[config.mk]
export PLATFORM = sky130hd
export DESIGN_NAME = disk_head_seek_scheduler
export DESIGN_NICKNAME = d
export VERILOG_FILES = /design/src/rtl/dhss_pkg.sv /design/src/rtl/dhss_ram.sv /design/src/rtl/dhss_ctrl.sv /design/src/rtl/dhss_dp.sv /design/src/rtl/disk_head_seek_scheduler.sv
export VERILOG_INCLUDE_DIRS = /design/src /design/src/rtl
export SDC_FILE = /design/constraint.sdc
export NUM_CORES = 1
export LEC_CHECK = 0
export ABC_AREA = 0
export BUFFER_PORTS_ARGS = -buffer_cell sky130_fd_sc_hd__buf_2
export CORE_UTILIZATION = 50
export CTS_CLUSTER_SIZE = 16
export DETAILED_ROUTE_END_ITERATION = 6
export GPL_ROUTABILITY_DRIVEN = 1
export GPL_TIMING_DRIVEN = 0
export PLACE_DENSITY = 0.66
export SYNTH_ARGS = -nofsm -noshare
export SYNTH_HDL_FRONTEND = slang
export SYNTH_HIERARCHICAL = 1
export SYNTH_SLANG_ARGS = --single-unit
[constraint.sdc]
create_clock -name i_clk -period 15.4 [get_ports i_clk]
set_clock_uncertainty 0.1 [all_clocks]
set_input_delay 1.54 -clock i_clk [delete_from_list [all_inputs] [get_ports i_clk]]
set_output_delay 1.54 -clock i_clk [all_outputs]
set_load 0.1 [all_outputs]
[src/rtl/assert_macros.svh]
// Assertion macros shared by the seek scheduler RTL.
// Included by modules that carry concurrent checks; no other dependencies.
`ifndef ASSERT_MACROS_SVH
`define ASSERT_MACROS_SVH

`ifndef SYNTHESIS

// Antecedent implies consequent in the same cycle
`define DHSS_ASSERT_IMP(lbl, clk, rst_n, ante, cons) \
    lbl: assert property (@(posedge clk) disable iff (!rst_n) (ante) |-> (cons)) \
        else $error("seek scheduler check failed");

// Antecedent implies consequent in the next cycle
`define DHSS_ASSERT_NXT(lbl, clk, rst_n, ante, cons) \
    lbl: assert property (@(posedge clk) disable iff (!rst_n) (ante) |=> (cons)) \
        else $error("seek scheduler check failed");

`else

`define DHSS_ASSERT_IMP(lbl, clk, rst_n, ante, cons)
`define DHSS_ASSERT_NXT(lbl, clk, rst_n, ante, cons)

`endif

`endif

[src/rtl/dhss_pkg.sv]
// Shared constants, codes and control/status types for the seek scheduler.
// No dependencies; used by the controller, the datapath and the top level.
package dhss_pkg;

    localparam int MAX_REQUESTS = 32;
    localparam int IDX_W        = (MAX_REQUESTS > 1) ? $clog2(MAX_REQUESTS) : 1;
    localparam int CNT_W        = $clog2(MAX_REQUESTS + 1);
    localparam int RES_W        = $clog2(MAX_REQUESTS + 4);

    localparam int CYL_W     = 16;
    localparam int SUM_W     = 22;
    localparam int MODE_W    = 3;
    localparam int CFG_IDX_W = 2;
    localparam int CFG_DAT_W = 16;
    localparam int OUT_W     = 40;

    // Scheduling policies
    localparam logic [MODE_W-1:0] MODE_FCFS  = 3'd0;
    localparam logic [MODE_W-1:0] MODE_SSTF  = 3'd1;
    localparam logic [MODE_W-1:0] MODE_SCAN  = 3'd2;
    localparam logic [MODE_W-1:0] MODE_CSCAN = 3'd3;
    localparam logic [MODE_W-1:0] MODE_LOOK  = 3'd4;
    localparam logic [MODE_W-1:0] MODE_CLOOK = 3'd5;

    // Configuration register indexes
    localparam logic [CFG_IDX_W-1:0] CFG_MODE      = 2'd0;
    localparam logic [CFG_IDX_W-1:0] CFG_CYL_COUNT = 2'd1;
    localparam logic [CFG_IDX_W-1:0] CFG_START     = 2'd2;

    localparam logic [MODE_W-1:0] RST_MODE      = MODE_FCFS;
    localparam logic [CYL_W-1:0]  RST_CYL_COUNT = 16'd200;
    localparam logic [CYL_W-1:0]  RST_START     = 16'd0;

    // Which requests a selection pass considers
    typedef enum logic [1:0] {
        PH_NEAR = 2'd0,   // nearest to head, any track
        PH_EQ   = 2'd1,   // on the start cylinder
        PH_UP   = 2'd2,   // above the start cylinder
        PH_DN   = 2'd3    // below the start cylinder
    } t_phase;

    // Where an emitted visit takes its cylinder from
    typedef enum logic [2:0] {
        SRC_START = 3'd0,
        SRC_RAM   = 3'd1,
        SRC_BEST  = 3'd2,
        SRC_LAST  = 3'd3,
        SRC_ZERO  = 3'd4
    } t_src;

    typedef struct packed {
        logic   load;      // request transfer accepted
        logic   idx_clr;   // restart scan index, drop pass winner
        logic   idx_inc;   // advance scan index
        logic   rd;        // compare entry read this cycle
        logic   emit;      // produce one visit
        t_src   src;
        logic   mark;      // mark pass winner served
        logic   finish;    // end of batch
        t_phase phase;
        logic   desc;      // descending order in current pass
    } t_cmd;

    typedef struct packed {
        logic [MODE_W-1:0] mode;
        logic              out_free;
        logic              idx_last;
        logic              found;
        logic              fin_sent;
    } t_sts;

endpackage

[src/rtl/dhss_ram.sv]
// Generic single-write, single-read RAM with registered read data.
// No dependencies.
module dhss_ram #(
    parameter int WIDTH = 16,
    parameter int DEPTH = 32
) (
    input  logic                                          i_clk,
    input  logic                                          i_we,
    input  logic [((DEPTH > 1) ? $clog2(DEPTH) : 1)-1:0] i_waddr,
    input  logic [WIDTH-1:0]                              i_wdata,
    input  logic [((DEPTH > 1) ? $clog2(DEPTH) : 1)-1:0] i_raddr,
    output logic [WIDTH-1:0]                              o_rdata
);
    logic [WIDTH-1:0] r_mem [DEPTH];
    logic [WIDTH-1:0] r_rdata;

    always_ff @(posedge i_clk) begin
        if (i_we) begin
            r_mem[i_waddr] <= i_wdata;
        end
        r_rdata <= r_mem[i_raddr];
    end

    assign o_rdata = r_rdata;

endmodule

[src/rtl/dhss_ctrl.sv]
// Sequencer for the seek scheduler: loading, selection passes and visit emission.
// Depends on dhss_pkg and assert_macros.svh; drives the datapath by t_cmd.
`include "assert_macros.svh"

module dhss_ctrl (
    input  logic          i_clk,
    input  logic          i_rst_n,
    input  logic          i_s_valid,
    input  logic          i_s_last,
    output logic          o_s_ready,
    input  dhss_pkg::t_sts i_sts,
    output dhss_pkg::t_cmd o_cmd
);
    typedef enum logic [10:0] {
        S_IDLE   = 11'b00000000001,
        S_START  = 11'b00000000010,
        S_F_RD   = 11'b00000000100,
        S_F_EMIT = 11'b00000001000,
        S_PASS   = 11'b00000010000,
        S_WAIT   = 11'b00000100000,
        S_DECIDE = 11'b00001000000,
        S_PICK   = 11'b00010000000,
        S_END    = 11'b00100000000,
        S_ZERO   = 11'b01000000000,
        S_FINISH = 11'b10000000000
    } t_state;

    t_state           r_state, n_state;
    dhss_pkg::t_phase r_phase, n_phase;

    logic sweep_to_end;
    logic circular;
    logic desc_dn;

    assign sweep_to_end = (i_sts.mode == dhss_pkg::MODE_SCAN) ||
                          (i_sts.mode == dhss_pkg::MODE_CSCAN);
    assign circular     = (i_sts.mode == dhss_pkg::MODE_CSCAN);
    assign desc_dn      = (i_sts.mode == dhss_pkg::MODE_SCAN) ||
                          (i_sts.mode == dhss_pkg::MODE_LOOK);

    // State and phase registers
    always_ff @(posedge i_clk) begin
        if (!i_rst_n) begin
            r_state <= S_IDLE;
            r_phase <= dhss_pkg::PH_NEAR;
        end else begin
            r_state <= n_state;
            r_phase <= n_phase;
        end
    end

    // Next state and commands
    always_comb begin
        n_state       = r_state;
        n_phase       = r_phase;
        o_s_ready     = 1'b0;
        o_cmd         = '0;
        o_cmd.src     = dhss_pkg::SRC_START;
        o_cmd.phase   = r_phase;
        o_cmd.desc    = (r_phase == dhss_pkg::PH_DN) && desc_dn;
        unique case (r_state)
            S_IDLE: begin
                o_s_ready = 1'b1;
                if (i_s_valid) begin
                    o_cmd.load = 1'b1;
                    if (i_s_last) begin
                        n_state = S_START;
                    end
                end
            end
            S_START: begin
                if (i_sts.out_free) begin
                    o_cmd.emit    = 1'b1;
                    o_cmd.src     = dhss_pkg::SRC_START;
                    o_cmd.idx_clr = 1'b1;
                    unique case (i_sts.mode) inside
                        dhss_pkg::MODE_SSTF: begin
                            n_phase = dhss_pkg::PH_NEAR;
                            n_state = S_PASS;
                        end
                        dhss_pkg::MODE_SCAN, dhss_pkg::MODE_CSCAN,
                        dhss_pkg::MODE_LOOK, dhss_pkg::MODE_CLOOK: begin
                            n_phase = dhss_pkg::PH_EQ;
                            n_state = S_PASS;
                        end
                        default: n_state = S_F_RD;
                    endcase
                end
            end
            // Arrival order: read one entry, then emit it
            S_F_RD: n_state = S_F_EMIT;
            S_F_EMIT: begin
                if (i_sts.out_free) begin
                    o_cmd.emit = 1'b1;
                    o_cmd.src  = dhss_pkg::SRC_RAM;
                    if (i_sts.idx_last) begin
                        n_state = S_FINISH;
                    end else begin
                        o_cmd.idx_inc = 1'b1;
                        n_state       = S_F_RD;
                    end
                end
            end
            // Selection pass over the store, one entry a cycle
            S_PASS: begin
                o_cmd.rd = 1'b1;
                if (i_sts.idx_last) begin
                    n_state = S_WAIT;
                end else begin
                    o_cmd.idx_inc = 1'b1;
                end
            end
            S_WAIT: n_state = S_DECIDE;
            S_DECIDE: begin
                if (i_sts.found) begin
                    n_state = S_PICK;
                end else begin
                    o_cmd.idx_clr = 1'b1;
                    unique case (r_phase)
                        dhss_pkg::PH_EQ: begin
                            n_phase = dhss_pkg::PH_UP;
                            n_state = S_PASS;
                        end
                        dhss_pkg::PH_UP: begin
                            if (sweep_to_end) begin
                                n_state = S_END;
                            end else begin
                                n_phase = dhss_pkg::PH_DN;
                                n_state = S_PASS;
                            end
                        end
                        default: n_state = S_FINISH;
                    endcase
                end
            end
            S_PICK: begin
                if (i_sts.out_free) begin
                    o_cmd.emit    = 1'b1;
                    o_cmd.src     = dhss_pkg::SRC_BEST;
                    o_cmd.mark    = 1'b1;
                    o_cmd.idx_clr = 1'b1;
                    n_state       = S_PASS;
                end
            end
            // Move to the last cylinder
            S_END: begin
                if (i_sts.out_free) begin
                    o_cmd.emit = 1'b1;
                    o_cmd.src  = dhss_pkg::SRC_LAST;
                    if (circular) begin
                        n_state = S_ZERO;
                    end else begin
                        o_cmd.idx_clr = 1'b1;
                        n_phase       = dhss_pkg::PH_DN;
                        n_state       = S_PASS;
                    end
                end
            end
            // Wrap to cylinder zero
            S_ZERO: begin
                if (i_sts.out_free) begin
                    o_cmd.emit    = 1'b1;
                    o_cmd.src     = dhss_pkg::SRC_ZERO;
                    o_cmd.idx_clr = 1'b1;
                    n_phase       = dhss_pkg::PH_DN;
                    n_state       = S_PASS;
                end
            end
            S_FINISH: begin
                o_cmd.finish = 1'b1;
                n_state      = S_IDLE;
            end
            default: n_state = S_IDLE;
        endcase
    end

    `DHSS_ASSERT_IMP(a_emit_free, i_clk, i_rst_n, o_cmd.emit, i_sts.out_free)
    `DHSS_ASSERT_IMP(a_mark_found, i_clk, i_rst_n, o_cmd.mark, i_sts.found)
    `DHSS_ASSERT_IMP(a_finish_final, i_clk, i_rst_n, r_state == S_FINISH, i_sts.fin_sent)
    `DHSS_ASSERT_NXT(a_last_starts, i_clk, i_rst_n, o_cmd.load && i_s_last, r_state == S_START)

endmodule

[src/rtl/dhss_dp.sv]
// Datapath: config registers, request store, served marks, pass compare,
// seek accounting and the output register. Depends on dhss_pkg and dhss_ram.
module dhss_dp (
    input  logic                              i_clk,
    input  logic                              i_rst_n,
    // configuration writes
    input  logic                              i_cfg_valid,
    input  logic [dhss_pkg::CFG_IDX_W-1:0]    i_cfg_index,
    input  logic [dhss_pkg::CFG_DAT_W-1:0]    i_cfg_data,
    // request payload
    input  logic [dhss_pkg::CYL_W-1:0]        i_track,
    // result stream
    input  logic                              i_m_ready,
    output logic                              o_m_valid,
    output logic [dhss_pkg::CYL_W-1:0]        o_visit,
    output logic [dhss_pkg::SUM_W-1:0]        o_seek,
    output logic                              o_final,
    // control
    input  dhss_pkg::t_cmd                    i_cmd,
    output dhss_pkg::t_sts                    o_sts
);
    localparam int CYL_W = dhss_pkg::CYL_W;
    localparam int SUM_W = dhss_pkg::SUM_W;
    localparam int IDX_W = dhss_pkg::IDX_W;
    localparam int CNT_W = dhss_pkg::CNT_W;
    localparam int RES_W = dhss_pkg::RES_W;
    localparam int MAXR  = dhss_pkg::MAX_REQUESTS;

    logic [dhss_pkg::MODE_W-1:0] r_mode;
    logic [CYL_W-1:0]            r_cyl_count;
    logic [CYL_W-1:0]            r_start;
    logic [CNT_W-1:0]            r_count;
    logic [MAXR-1:0]             r_mark;
    logic [IDX_W-1:0]            r_idx;
    logic                        r_cmp_vld;
    logic [IDX_W-1:0]            r_cmp_idx;
    logic                        r_found;
    logic [CYL_W-1:0]            r_best_key;
    logic [IDX_W-1:0]            r_best_idx;
    logic [CYL_W-1:0]            r_best_val;
    logic [CYL_W-1:0]            r_h0;
    logic [CYL_W-1:0]            r_head;
    logic [SUM_W-1:0]            r_sum;
    logic [RES_W-1:0]            r_res_cnt;
    logic                        r_fin_sent;
    logic                        r_out_vld;
    logic [CYL_W-1:0]            r_out_cyl;
    logic [SUM_W-1:0]            r_out_sum;
    logic                        r_out_last;

    logic [CYL_W-1:0] last_cyl;
    logic [CYL_W-1:0] track_sat;
    logic [CYL_W-1:0] h0_calc;
    logic             store_we;
    logic [CYL_W-1:0] ram_rdata;
    logic             out_free;

    // Last cylinder and saturation
    assign last_cyl  = (r_cyl_count == '0) ? '0 : r_cyl_count - CYL_W'(1);
    assign track_sat = (i_track > last_cyl) ? last_cyl : i_track;
    assign h0_calc   = (r_start > last_cyl) ? last_cyl : r_start;
    assign store_we  = i_cmd.load && (r_count < CNT_W'(MAXR));
    assign out_free  = !r_out_vld || i_m_ready;

    dhss_ram #(
        .WIDTH (CYL_W),
        .DEPTH (MAXR)
    ) u_store (
        .i_clk   (i_clk),
        .i_we    (store_we),
        .i_waddr (r_count[IDX_W-1:0]),
        .i_wdata (track_sat),
        .i_raddr (r_idx),
        .o_rdata (ram_rdata)
    );

    // Pass compare on the entry read last cycle
    logic [CYL_W-1:0] diff;
    logic [CYL_W-1:0] key;
    logic             in_rng;
    logic             take;

    always_comb begin
        diff = (ram_rdata > r_head) ? ram_rdata - r_head : r_head - ram_rdata;
        if (i_cmd.phase == dhss_pkg::PH_NEAR) begin
            key = diff;
        end else if (i_cmd.desc) begin
            key = ~ram_rdata;
        end else begin
            key = ram_rdata;
        end
        unique case (i_cmd.phase)
            dhss_pkg::PH_NEAR: in_rng = 1'b1;
            dhss_pkg::PH_EQ:   in_rng = (ram_rdata == r_h0);
            dhss_pkg::PH_UP:   in_rng = (ram_rdata > r_h0);
            dhss_pkg::PH_DN:   in_rng = (ram_rdata < r_h0);
            default:           in_rng = 1'b0;
        endcase
        take = r_cmp_vld && !r_mark[r_cmp_idx] && in_rng &&
               (!r_found || (key < r_best_key));
    end

    // Visit source, distance and final flag
    logic [CYL_W-1:0] emit_cyl;
    logic [CYL_W-1:0] head_ref;
    logic [CYL_W-1:0] emit_d;
    logic [SUM_W-1:0] sum_new;
    logic [RES_W-1:0] cnt_now;
    logic [RES_W-1:0] total_m1;
    logic             emit_final;

    always_comb begin
        case (i_cmd.src)
            dhss_pkg::SRC_START: emit_cyl = h0_calc;
            dhss_pkg::SRC_RAM:   emit_cyl = ram_rdata;
            dhss_pkg::SRC_BEST:  emit_cyl = r_best_val;
            dhss_pkg::SRC_LAST:  emit_cyl = last_cyl;
            default:             emit_cyl = '0;
        endcase
        head_ref = (i_cmd.src == dhss_pkg::SRC_START) ? h0_calc : r_head;
        emit_d   = (emit_cyl > head_ref) ? emit_cyl - head_ref : head_ref - emit_cyl;
        sum_new  = (i_cmd.src == dhss_pkg::SRC_START) ? '0
                                                      : r_sum + SUM_W'(emit_d);
        cnt_now  = (i_cmd.src == dhss_pkg::SRC_START) ? '0 : r_res_cnt;
        case (r_mode)
            dhss_pkg::MODE_SCAN:  total_m1 = RES_W'(r_count) + RES_W'(1);
            dhss_pkg::MODE_CSCAN: total_m1 = RES_W'(r_count) + RES_W'(2);
            default:              total_m1 = RES_W'(r_count);
        endcase
        emit_final = (cnt_now == total_m1);
    end

    // Configuration registers
    always_ff @(posedge i_clk) begin
        if (!i_rst_n) begin
            r_mode      <= dhss_pkg::RST_MODE;
            r_cyl_count <= dhss_pkg::RST_CYL_COUNT;
            r_start     <= dhss_pkg::RST_START;
        end else if (i_cfg_valid) begin
            unique case (i_cfg_index)
                dhss_pkg::CFG_MODE:      r_mode      <= i_cfg_data[dhss_pkg::MODE_W-1:0];
                dhss_pkg::CFG_CYL_COUNT: r_cyl_count <= i_cfg_data;
                dhss_pkg::CFG_START:     r_start     <= i_cfg_data;
                default: ;
            endcase
        end
    end

    // Control state: fill count, marks, scan pipeline, accounting, output valid
    always_ff @(posedge i_clk) begin
        if (!i_rst_n) begin
            r_count    <= '0;
            r_mark     <= '0;
            r_idx      <= '0;
            r_cmp_vld  <= 1'b0;
            r_found    <= 1'b0;
            r_res_cnt  <= '0;
            r_fin_sent <= 1'b0;
            r_out_vld  <= 1'b0;
        end else begin
            if (store_we) begin
                r_count <= r_count + CNT_W'(1);
            end
            if (i_cmd.idx_clr) begin
                r_idx <= '0;
            end else if (i_cmd.idx_inc) begin
                r_idx <= r_idx + IDX_W'(1);
            end
            r_cmp_vld <= i_cmd.rd;
            if (i_cmd.idx_clr) begin
                r_found <= 1'b0;
            end else if (take) begin
                r_found <= 1'b1;
            end
            if (i_cmd.mark) begin
                r_mark[r_best_idx] <= 1'b1;
            end
            if (i_cmd.emit) begin
                r_res_cnt  <= cnt_now + RES_W'(1);
                r_fin_sent <= emit_final;
                r_out_vld  <= 1'b1;
            end else if (i_m_ready) begin
                r_out_vld <= 1'b0;
            end
            if (i_cmd.finish) begin
                r_count    <= '0;
                r_mark     <= '0;
                r_fin_sent <= 1'b0;
            end
        end
    end

    // Payload registers
    always_ff @(posedge i_clk) begin
        if (take) begin
            r_best_key <= key;
            r_best_idx <= r_cmp_idx;
            r_best_val <= ram_rdata;
        end
        r_cmp_idx <= r_idx;
        if (i_cmd.emit) begin
            r_head     <= emit_cyl;
            r_sum      <= sum_new;
            r_out_cyl  <= emit_cyl;
            r_out_sum  <= sum_new;
            r_out_last <= emit_final;
            if (i_cmd.src == dhss_pkg::SRC_START) begin
                r_h0 <= h0_calc;
            end
        end
    end

    assign o_m_valid = r_out_vld;
    assign o_visit   = r_out_cyl;
    assign o_seek    = r_out_sum;
    assign o_final   = r_out_last;

    assign o_sts.mode     = r_mode;
    assign o_sts.out_free = out_free;
    assign o_sts.idx_last = ((CNT_W'(r_idx) + CNT_W'(1)) == r_count);
    assign o_sts.found    = r_found;
    assign o_sts.fin_sent = r_fin_sent;

endmodule

[src/rtl/disk_head_seek_scheduler.sv]
// Disk head seek scheduler: FCFS, SSTF, SCAN, C-SCAN, LOOK, C-LOOK visit order.
// Loads one request a cycle; S_START then registers the start visit once output is free.
// FCFS reads each stored entry, then emits it; other modes pick each visit by a pass over
// the store (S_PASS, S_WAIT, S_DECIDE) plus S_PICK, and end with up to three empty passes.
// Input stays held off until the batch ends.
// Reset (synchronous, active low) restores config registers to defaults and empties the store.
module disk_head_seek_scheduler (
    input  logic                                i_clk,
    input  logic                                i_rst_n,
    // configuration write channel
    input  logic                                i_cfg_valid,
    output logic                                o_cfg_ready,
    input  logic [dhss_pkg::CFG_IDX_W-1:0]      i_cfg_index,
    input  logic [dhss_pkg::CFG_DAT_W-1:0]      i_cfg_data,
    // request stream
    input  logic                                i_s_axis_tvalid,
    output logic                                o_s_axis_tready,
    input  logic [15:0]                         i_s_axis_tdata,  // [15:0] track
    input  logic                                i_s_axis_tlast,  // batch_end
    // visit stream
    output logic                                o_m_axis_tvalid,
    input  logic                                i_m_axis_tready,
    output logic [dhss_pkg::OUT_W-1:0]          o_m_axis_tdata,  // [15:0] visit_cylinder,
                                                                 // [37:16] seek_total, zero pad
    output logic                                o_m_axis_tlast   // final_res
);
    dhss_pkg::t_cmd             cmd;
    dhss_pkg::t_sts             sts;
    logic [dhss_pkg::CYL_W-1:0] visit;
    logic [dhss_pkg::SUM_W-1:0] seek;

    dhss_ctrl u_ctrl (
        .i_clk     (i_clk),
        .i_rst_n   (i_rst_n),
        .i_s_valid (i_s_axis_tvalid),
        .i_s_last  (i_s_axis_tlast),
        .o_s_ready (o_s_axis_tready),
        .i_sts     (sts),
        .o_cmd     (cmd)
    );

    dhss_dp u_dp (
        .i_clk       (i_clk),
        .i_rst_n     (i_rst_n),
        .i_cfg_valid (i_cfg_valid),
        .i_cfg_index (i_cfg_index),
        .i_cfg_data  (i_cfg_data),
        .i_track     (i_s_axis_tdata),
        .i_m_ready   (i_m_axis_tready),
        .o_m_valid   (o_m_axis_tvalid),
        .o_visit     (visit),
        .o_seek      (seek),
        .o_final     (o_m_axis_tlast),
        .i_cmd       (cmd),
        .o_sts       (sts)
    );

    // Config writes are always taken
    assign o_cfg_ready    = 1'b1;
    assign o_m_axis_tdata = {
        (dhss_pkg::OUT_W - dhss_pkg::SUM_W - dhss_pkg::CYL_W)'(0), seek, visit
    };

endmodule

== Word-level counts from Yosys, hierarchy flattened ==
Memory sizes are Yosys's and may differ from the RTL's. A register that Yosys moved wholly into a read port is not among the register bits.
Index checks and enable logic that the tools add are counted.

* Flip-flop bits (word level): 197
* RAM bits: 512
* Input port bits: 40
* Output and inout port bits: 44
* Word-level logic and storage cells: 180
* Memories kept: 1

* Add/subtract/negate cells: 11
* $lt $le $gt $ge: 11
* Equality and inequality tests: 40
* Mux-type cells: 63
* Bitwise operators: 3
* Reduce and logical (&&, ||, !) cells: 31

{| class="wikitable"
|+ Memory list
! memory !! words !! width !! rd ports !! clocked after Yosys merged registers in !! write ports !! line !! text
|-
| u_dp.u_store.r_mem || 32 || 16 || 1 || 1 || 1 || dhss_ram.sv:14 || <nowiki>logic [WIDTH-1:0] r_mem [DEPTH];</nowiki>
|}

{| class="wikitable"
|+ Operator list
! cell !! number
|-
| $mux 16 || 8
|-
| $mux 11 || 9
|-
| $pmux 11 s9 || 1
|-
| $gt 16x16->1 || 5
|-
| $pmux 16 s4 || 1
|-
| $sub 16x16->16 || 4
|-
| $lt 16x16->1 || 2
|-
| $or 32x32->32 || 1
|-
| $add 22x16->22 || 1
|-
| $pmux 11 s2 || 1
|-
| $pmux 4 s5 || 1
|-
| $mux 1 || 18
|-
| $eq 16x16->1 || 1
|-
| $logic_not 16->1 || 1
|-
| $mux 4 || 4
|-
| $not 16->16 || 1
|-
| $sub 16x1->16 const B || 1
|-
| $add 6x1->6 const B || 2
|-
| $eq 3x2->1 const B || 4
|-
| $eq 6x6->1 || 2
|-
| $lt 5x6->1 const B || 2
|-
| $mux 2 || 6
|-
| $pmux 6 s2 || 1
|-
| $eq 11x1->1 const B || 1
|-
| 49 further kinds || 81
|}

== Depth between registers and ports, before layout ==
Gate-level depths: netlist (run 1).

* Word-level depth: 9
* Mapped depth: 35

== By module ==
The synthesis (run 1) kept the hierarchy.

{| class="wikitable"
|+ Modules (own cells, without submodules)
! module !! instances !! cells an instance !! area each (um^2) !! seq. area each (um^2)
|-
| dhss_ram || 1 || 1143 || 20534.7 || 15695.1
|-
| dhss_dp || 1 || 1644 || 14398.8 || 4624.4
|-
| dhss_ctrl || 1 || 158 || 1163.6 || 260.2
|-
| disk_head_seek_scheduler || 1 || 5 || 30.0 || 0.0
|}

== Worst setup path before layout (run 1) ==
No wires, ideal clock.

* Path type: input-to-reg
* Start point: in i_m_axis_tready
* End point: reg u_dp.r_out_sum[17], in the netlist u_dp/o_seek[17], data pin
* Library setup time: 0.266 ns
* Data arrival time: 9.287 ns
* Path slack: 5.748 ns
* Stages: 27
* Path through: nand2b_1 buf_4 inv_1 a21oi_1 a21boi_1 or2_2 clkbuf_1 nor2_1 clkbuf_1 clkbuf_1 a221oi_1 ha_1 clkbuf_1 and4_1 a221oi_1 a21o_1 buf_1 nand3b_1 o31a_1 xor2_1 ha_1 o21a_1 o31ai_1 a2111oi_0 o221ai_1 xor2_1 nor2_1

{| class="wikitable"
|+ RTL lines
! item !! line !! text
|-
| start, declared || disk_head_seek_scheduler.sv:22 || <nowiki>input logic i_m_axis_tready,</nowiki>
|-
| end signal, assigned || dhss_dp.sv:205 || <nowiki>r_out_sum <= sum_new;</nowiki>
|-
| end, declared || dhss_dp.sv:48 || <nowiki>logic [SUM_W-1:0] r_out_sum;</nowiki>
|}

== Final worst setup path (run 1) ==
* Start point: reg u_dp.r_cyl_count[2]
* End point: reg u_dp.r_out_sum[18], in the netlist u_dp/o_seek[18], data pin

* Word-level cells in the longest chain between the ends: 8

{| class="wikitable"
|+ Ends and longest elaborated chain
! item !! line !! text
|-
| start, declared || dhss_dp.sv:30 || <nowiki>logic [CYL_W-1:0] r_cyl_count;</nowiki>
|-
| start signal, assigned || dhss_dp.sv:137 || <nowiki>r_cyl_count <= dhss_pkg::RST_CYL_COUNT;</nowiki>
|-
| start signal, assigned || dhss_dp.sv:142 || <nowiki>dhss_pkg::CFG_CYL_COUNT: r_cyl_count <= i_cfg_data;</nowiki>
|-
| $sub 16x1->16 or $logic_not 16->1 (tied branches) || dhss_dp.sv:59 || <nowiki>assign last_cyl = (r_cyl_count == '0) ? '0 : r_cyl_count - CYL_W'(1);</nowiki>
|-
| $mux 16 * || dhss_dp.sv:59 ||
|-
| $gt 16x16->1 || dhss_dp.sv:61 || <nowiki>assign h0_calc = (r_start > last_cyl) ? last_cyl : r_start;</nowiki>
|-
| $mux 16 * || dhss_dp.sv:61 ||
|-
| net u_dp.h0_calc[12] || dhss_dp.sv:53 || <nowiki>logic [CYL_W-1:0] h0_calc;</nowiki>
|-
| $pmux 16 s4 or $mux 16 (tied branches) || dhss_dp.sv:113, dhss_dp.sv:120 ||
|-
| $sub 16x16->16 or $gt 16x16->1 (tied branches) || dhss_dp.sv:121 || <nowiki>emit_d = (emit_cyl > head_ref) ? emit_cyl - head_ref : head_ref - emit_cyl;</nowiki>
|-
| $mux 16 * || dhss_dp.sv:121 ||
|-
| $add 22x16->22 * || dhss_dp.sv:123 || <nowiki>: r_sum + SUM_W'(emit_d);</nowiki>
|}

The timed path passes the listed nets; every way through them passes the cells marked *.
A chain may end at the register's enable or synchronous reset.

==> qor.csv, run 1 <==
metric;value;unit
setup_ws;4.697;ns
gp_congestion;0.9523;
dp_slack;4.774;ns
ant_nets;0;
layout.nets;3316;
min_period;10.70;ns
cts.clk_slew.worst_paths;0.06;ns
end_kind;flop;
fin_tns_setup;0;ns
die_width;270.6;µm
dr.pass1.iters;5;
die_y;270.6;µm
required;15.67;ns
worstSkewPairLatency;0.64;ns
grt_overflow;0;
fillers;5870;
cts.sinks;725;
ctsHoldBuffers;0;
wl_per_cell;24.38;µm
hpwl;71200;µm
syn_area;36080;µm²
hold_end;u_dp/r_cmp_idx[3]$_DFF_P_;
cts_setup_buffers;0;
crit_type;reg -> reg;
rsz0062_at_grt;no;
initial_core_util;0.5047;
die_area;73240;µm²
status;finished clean;
synth.avg_cell_area;12.25;µm²
hold_viol_final;0;
grt_max_degree;33;
grt_pass1_wl;148000;µm
wl;100800;µm
setup_viol;0;
cts_tree;built;
slowest_delay;0.79;ns
drive_gt1_frac;0.1190;
hold_path_class;reg -> reg;
ys_warn_count;6;
netlist_instances;2945;
worstMarginPinSlew;1.344;ns
grt_pass1_vias;24060;
via_per_inst;6.055;
max-slew-margin-rel;0.08104;
hold-path-cell-count;0;
reg2reg_slack;4.70;ns
drv_cap;0;
cp_slowest_cell;a21oi_1;
clockRootBuffer;clkbuf_16;
cp_data_arrival_time;10.97;ns
worstPathMaxFanout;10;
finalMaxSlewViolations;0;
first_iter_violations;2104;
num_rows;98;
cp-start-kind;flop;
fin_crit_sh;0.6950;
num_io_pins;84;
ir_worst_vdd;0.1073;mV
clk_path_buf_depth;3;
portBuffers;80;
track_usage;0.2699;
cts_resized;0;
drcViolationCount;0;
h-tree-depth;3;
core_area;71490;µm²
max_freq;0.09343;GHz
post-place-cells;3984;
powerDensity;137.5;nW/µm²
leakage;14.23;nW
grt_antenna_before_repair;0;
fin_cells;4136;
numCtsBuffers;78;
r2r_cells;30;
min_from;u_dp/r_idx[3]$_SDFFE_PP0P_;
via_count;25050;
reg2reg_to;u_dp/o_seek[18]$_SDFFCE_PN0P_;
path_common_cell;o21ai_0;
area.growth.synth_to_final;12.10;%
rr_startpoint;u_dp/r_cyl_count[2]$_SDFFE_PN0P_;
[through the flow]
| step | hold WS (ns) | power, mW | instance area [µm²] | utilization |
|---|---|---|---|---|
| after detailed placement | 0.3034 | 3.738 | 37810 | 0.5288 |
| after global routing | 0.3209 | 5.802 | 40440 | 0.5657 |
| after floorplan | 0.2623 | 3.329 | 36080 | - |
| after global placement | 0.3029 | 3.698 | 37670 | 0.5270 |
| final | 0.3187 | 5.560 | 40450 | 0.5658 |
| after CTS | 0.3139 | 5.576 | 40340 | 0.5643 |
[sequential cells by signal, summed over array words and instances (netlist names), 5 cells and up]
signal and cells:
u_dp/u_store/r_mem 512, u_dp/r_count 6, u_dp/r_mark 32, u_dp/o_visit 16, u_dp/r_h0 16, u_dp/u_store/o_rdata 16
u_dp/r_idx 5, u_dp/r_best_idx 5, u_dp/r_best_key 16, u_dp/r_best_val 16, u_dp/r_res_cnt 6, u_ctrl/r_state 11
u_dp/o_seek 22, u_dp/r_start 16, u_dp/r_cyl_count 16, u_dp/r_cmp_idx 5
[area by class of cell]
class,instances,area [µm²],area share
Sequential cell,725,20560,0.5083
Multi-Input combinational cell,1939,14200,0.3511
Clock buffer,105,2135,0.05277
Tap cell,950,1189,0.02939
Buffer,156,918.4,0.02271
Timing Repair Buffer,94,565.5,0.01398
Inverter,126,473.0,0.01169
Clock inverter,39,399.1,0.009868
Antenna cell,2,5.005,0.0001237
[power by group]
part | switching (mW) | total (mW) | internal [mW]
registers | 0.0690 | 2.30 | 2.23
logic | 0.921 | 1.42 | 0.502
clock network | 0.783 | 1.84 | 1.05
[worst max path at each step]
stage                                                start                            end  slack, ns
after floorplan                            i_m_axis_tready  u_dp/o_seek[17]$_SDFFCE_PN0P_       5.75
after global placement                     i_m_axis_tready  u_dp/o_seek[19]$_SDFFCE_PN0P_       1.73
after detailed placement  u_dp/r_cyl_count[2]$_SDFFE_PN0P_  u_dp/o_seek[21]$_SDFFCE_PN0P_       4.77
after CTS                 u_dp/r_cyl_count[2]$_SDFFE_PN0P_  u_dp/o_seek[21]$_SDFFCE_PN0P_       4.73
after global routing      u_dp/r_cyl_count[2]$_SDFFE_PN0P_  u_dp/o_seek[18]$_SDFFCE_PN0P_       4.00
final                     u_dp/r_cyl_count[2]$_SDFFE_PN0P_  u_dp/o_seek[18]$_SDFFCE_PN0P_       4.70
[layout by cell type (no fill, tap or decap), drive strengths merged, types with 12 or more instances in the layout]
cell	instances
a31oi	26
dfxtp	121
nand4	45
nand2b	15
o211ai	13
edfxtp	604
nor2b	31
clkinv	27
a221oi	13
inv	130
nand3b	14
ha	151
and3	15
a21boi	34
nor2	188
and2	20
o21a	17
nor3b	15
o31ai	15
or2	12
nand3	74
mux2	34
a211oi	16
xnor2	30
a22o	37
a21o	49
xor2	56
clkbuf	188
mux2i	292
a21oi	166
nand2	205
a22oi	71
nor3	51
buf	167
o21ai	80
[worst max-delay path: cells and delay by family (launching register included)]
kind | cells | cell delay [ns]
XOR/XNOR | 2 | 0.65
AND/OR/NAND/NOR | 10 | 3.28
AO/OA/AOI/OAI | 9 | 3.06
multiplexers | 2 | 0.68
adder cells (fa/ha/maj) | 3 | 0.86
buffers and inverters | 4 | 1.45
flip-flops | 1 | 0.36
[per-layer routing]
metal,GRT usage,vias to the layer above,part of all wire
met2,0.4499,981,0.48
met1,0.3535,12410,0.41
li1,-,11460,-
met4,0.1091,0,0.039
met3,0.03932,198,0.069
met5,0,-,0
(Power assumes the default switching activity.)
==> run 2: changes to the inputs <==
PLACE_DENSITY = 0.69   (was 0.66)
clock period = 8.7 ns   (was 15.4 ns; I/O delays follow)
==> run 2 against run 1 <==
Net effect: combinational power rose by 88%; fmax rose by 28%; highest routed layer unchanged; setup slack got worse by 4.4 ns; critical endpoint is now u_dp/o_seek[21]$_SDFFCE_PN0P_; die area did not move; largest cell class unchanged.
==> qor.csv, run 2 (synthesized netlist as in run 1, its figures left out) <==
metric;value;unit;change
status;finished clean;;unchanged
die_width;270.6;µm;unchanged
diodes;0;;was 2
area.growth.synth_to_final;13.13;%;was 12.10%
path_common_cell;ha_1;;was o21ai_0
via_per_inst;6.101;;was 6.055
worstPathMaxFanout;10;;unchanged
portBuffers;80;;unchanged
grt_overflow;0;;unchanged
cp_data_arrival_time;8.70;ns;was 10.97 ns
crit_type;reg -> reg;;unchanged
wl_per_cell;24.64;µm;was 24.38 µm
max-slew-margin-rel;0.08909;;was 0.08104
core_area;71490;µm²;unchanged
setup_viol;0;;unchanged
clockRootBuffer;clkbuf_16;;unchanged
setup_ws;0.3357;ns;was 4.697 ns
final_common_cell;edfxtp_1;;unchanged
track_usage;0.2731;;was 0.2699
drive_gt1_frac;0.1319;;was 0.1190
num_rows;98;;unchanged
numCtsBuffers;78;;unchanged
worstSkewPairLatency;0.64;ns;about the same
largest_reg_flops;512;;unchanged
hpwl;71340;µm;was 71,200 µm
whs;0.3101;ns;was 0.3187 ns
h-tree-depth;3;;unchanged
leakage;14.34;nW;was 14.23 nW
slowest_delay;0.60;ns;was 0.79 ns
min_period;8.364;ns;was 10.70 ns
cts.clk_slew.worst_paths;0.05;ns;was 0.06 ns
die_area;73240;µm²;unchanged
ir_worst_vdd;0.1721;mV;was 0.1073 mV
drv_cap;0;;unchanged
top_register;u_dp/u_store/r_mem;;unchanged
layout.nets;3315;;was 3,316
cts.sinks;725;;unchanged
final_cell_mix;edfxtp_1, mux2i_1, nand2_1;;unchanged
cp-start-kind;flop;;unchanged
ant_nets;0;;unchanged
powerDensity;246.7;nW/µm²;was 137.5 nW/µm²
gp_congestion;0.9821;;was 0.9523
end_kind;flop;;unchanged
die_y;270.6;µm;unchanged
fin_crit_sh;0.9614;;was 0.6950
required;9.04;ns;was 15.67 ns
clk_path_buf_depth;3;;unchanged
cts_tree;built;;unchanged
hold_viol_final;0;;unchanged
dr.pass1.iters;7;;was 5
via_count;25220;;was 25,050
grt_antenna_before_repair;1;;was 0
cp_slowest_cell;or4_4;;was a21oi_1
grt_pass1_wl;150900;µm;was 148,000 µm
initial_core_util;0.5047;;unchanged
hold_path_class;reg -> reg;;unchanged
wl;101900;µm;was 100,800 µm
first_iter_violations;2467;;was 2,104
max_freq;0.1196;GHz;was 0.09343 GHz
num_io_pins;84;;unchanged
drcViolationCount;0;;unchanged
dp_slack;-1.936;ns;was 4.774 ns
grt_pass1_vias;24660;;was 24,060
grt_max_degree;33;;unchanged
worstMarginPinSlew;1.361;ns;was 1.344 ns
finalMaxSlewViolations;0;;unchanged
[run 2: cell types whose count changed in the layout (fill, tap and decap cells not counted), sizes merged]
cell,delta
buf,+8
inv,-3
bufinv,+3
diode,-2
clkinv,+9
clkinvlp,-1
clkbuf,-16
[run 2: worst max-delay path: cells and delay by family, from the launching register on]
kind | cells | cell delay (ns)
buffers and inverters | 4 | 0.75
xor gates and xnor gates | 2 | 0.32
AOI/OAI and AO/OA | 8 | 1.78
adders and majority gates | 3 | 1.15
and+or+nand+nor | 13 | 3.69
DFF | 1 | 0.38
[run 2: routing by layer]
layer	wire [µm]	track usage	up-vias
li1	-	-	11460
met3	6595	0.03781	241
met5	0	0	-
met4	4972	0.1258	0
met1	41900	0.3584	12490
met2	48390	0.4489	1033
[run 2: worst paths after layout]
check / startpoint / endpoint / slack, ns / cells past startpoint
worst max-delay path: u_dp/r_cyl_count[2]$_SDFFE_PN0P_ / u_dp/o_seek[21]$_SDFFCE_PN0P_ / 0.34 / 30
worst max register to register: u_dp/r_cyl_count[2]$_SDFFE_PN0P_ / u_dp/o_seek[21]$_SDFFCE_PN0P_ / 0.34 / 30
worst min register to register: u_dp/r_idx[3]$_SDFFE_PP0P_ / u_dp/r_cmp_idx[3]$_DFF_P_ / 0.31 / 0
worst min-delay path: u_dp/r_idx[3]$_SDFFE_PP0P_ / u_dp/r_cmp_idx[3]$_DFF_P_ / 0.31 / 0
[run 2: final cells by class]
type / instances / area, µm²
fill: 5799 / 30670
sequential: 725 / 20560
multi-input combinational: 1939 / 14460
clock buffer: 98 / 2090
tap: 950 / 1189
buffer: 148 / 900.9
timing repair buffer: 101 / 596.8
clock inverter: 47 / 546.8
inverter: 126 / 473.0
[run 2: per-stage QoR]
step | utilization | power [mW] | setup TNS, ns | cell area (µm²) | std cells
after floorplan | - | 5.892 | 0 | 36090 | 2946
after global placement | 0.5271 | 6.548 | -89.35 | 37680 | 3976
after detailed placement | 0.5285 | 6.619 | -26.21 | 37780 | 3983
after CTS | 0.5674 | 9.988 | 0 | 40560 | 4128
after global routing | 0.5710 | 10.51 | -0.06838 | 40820 | 4134
final | 0.5710 | 10.07 | 0 | 40820 | 4134
[run 2: timing repair]
| item | CTS | global route |
|---|---|---|
| gates resized for setup | 29 | 37 |
| buffers inserted | 6 | 2 |
| setup endpoints to repair | 21 | 15 |
| hold buffers | 0 | 0 |
| pin swaps | 6 | 9 |
[run 2: power by group]
group          switching [mW]  leakage, nW  internal, mW
Combinational            1.72         6.60         0.949
Sequential              0.122         6.48          3.95
Clock                    1.39         1.27          1.94
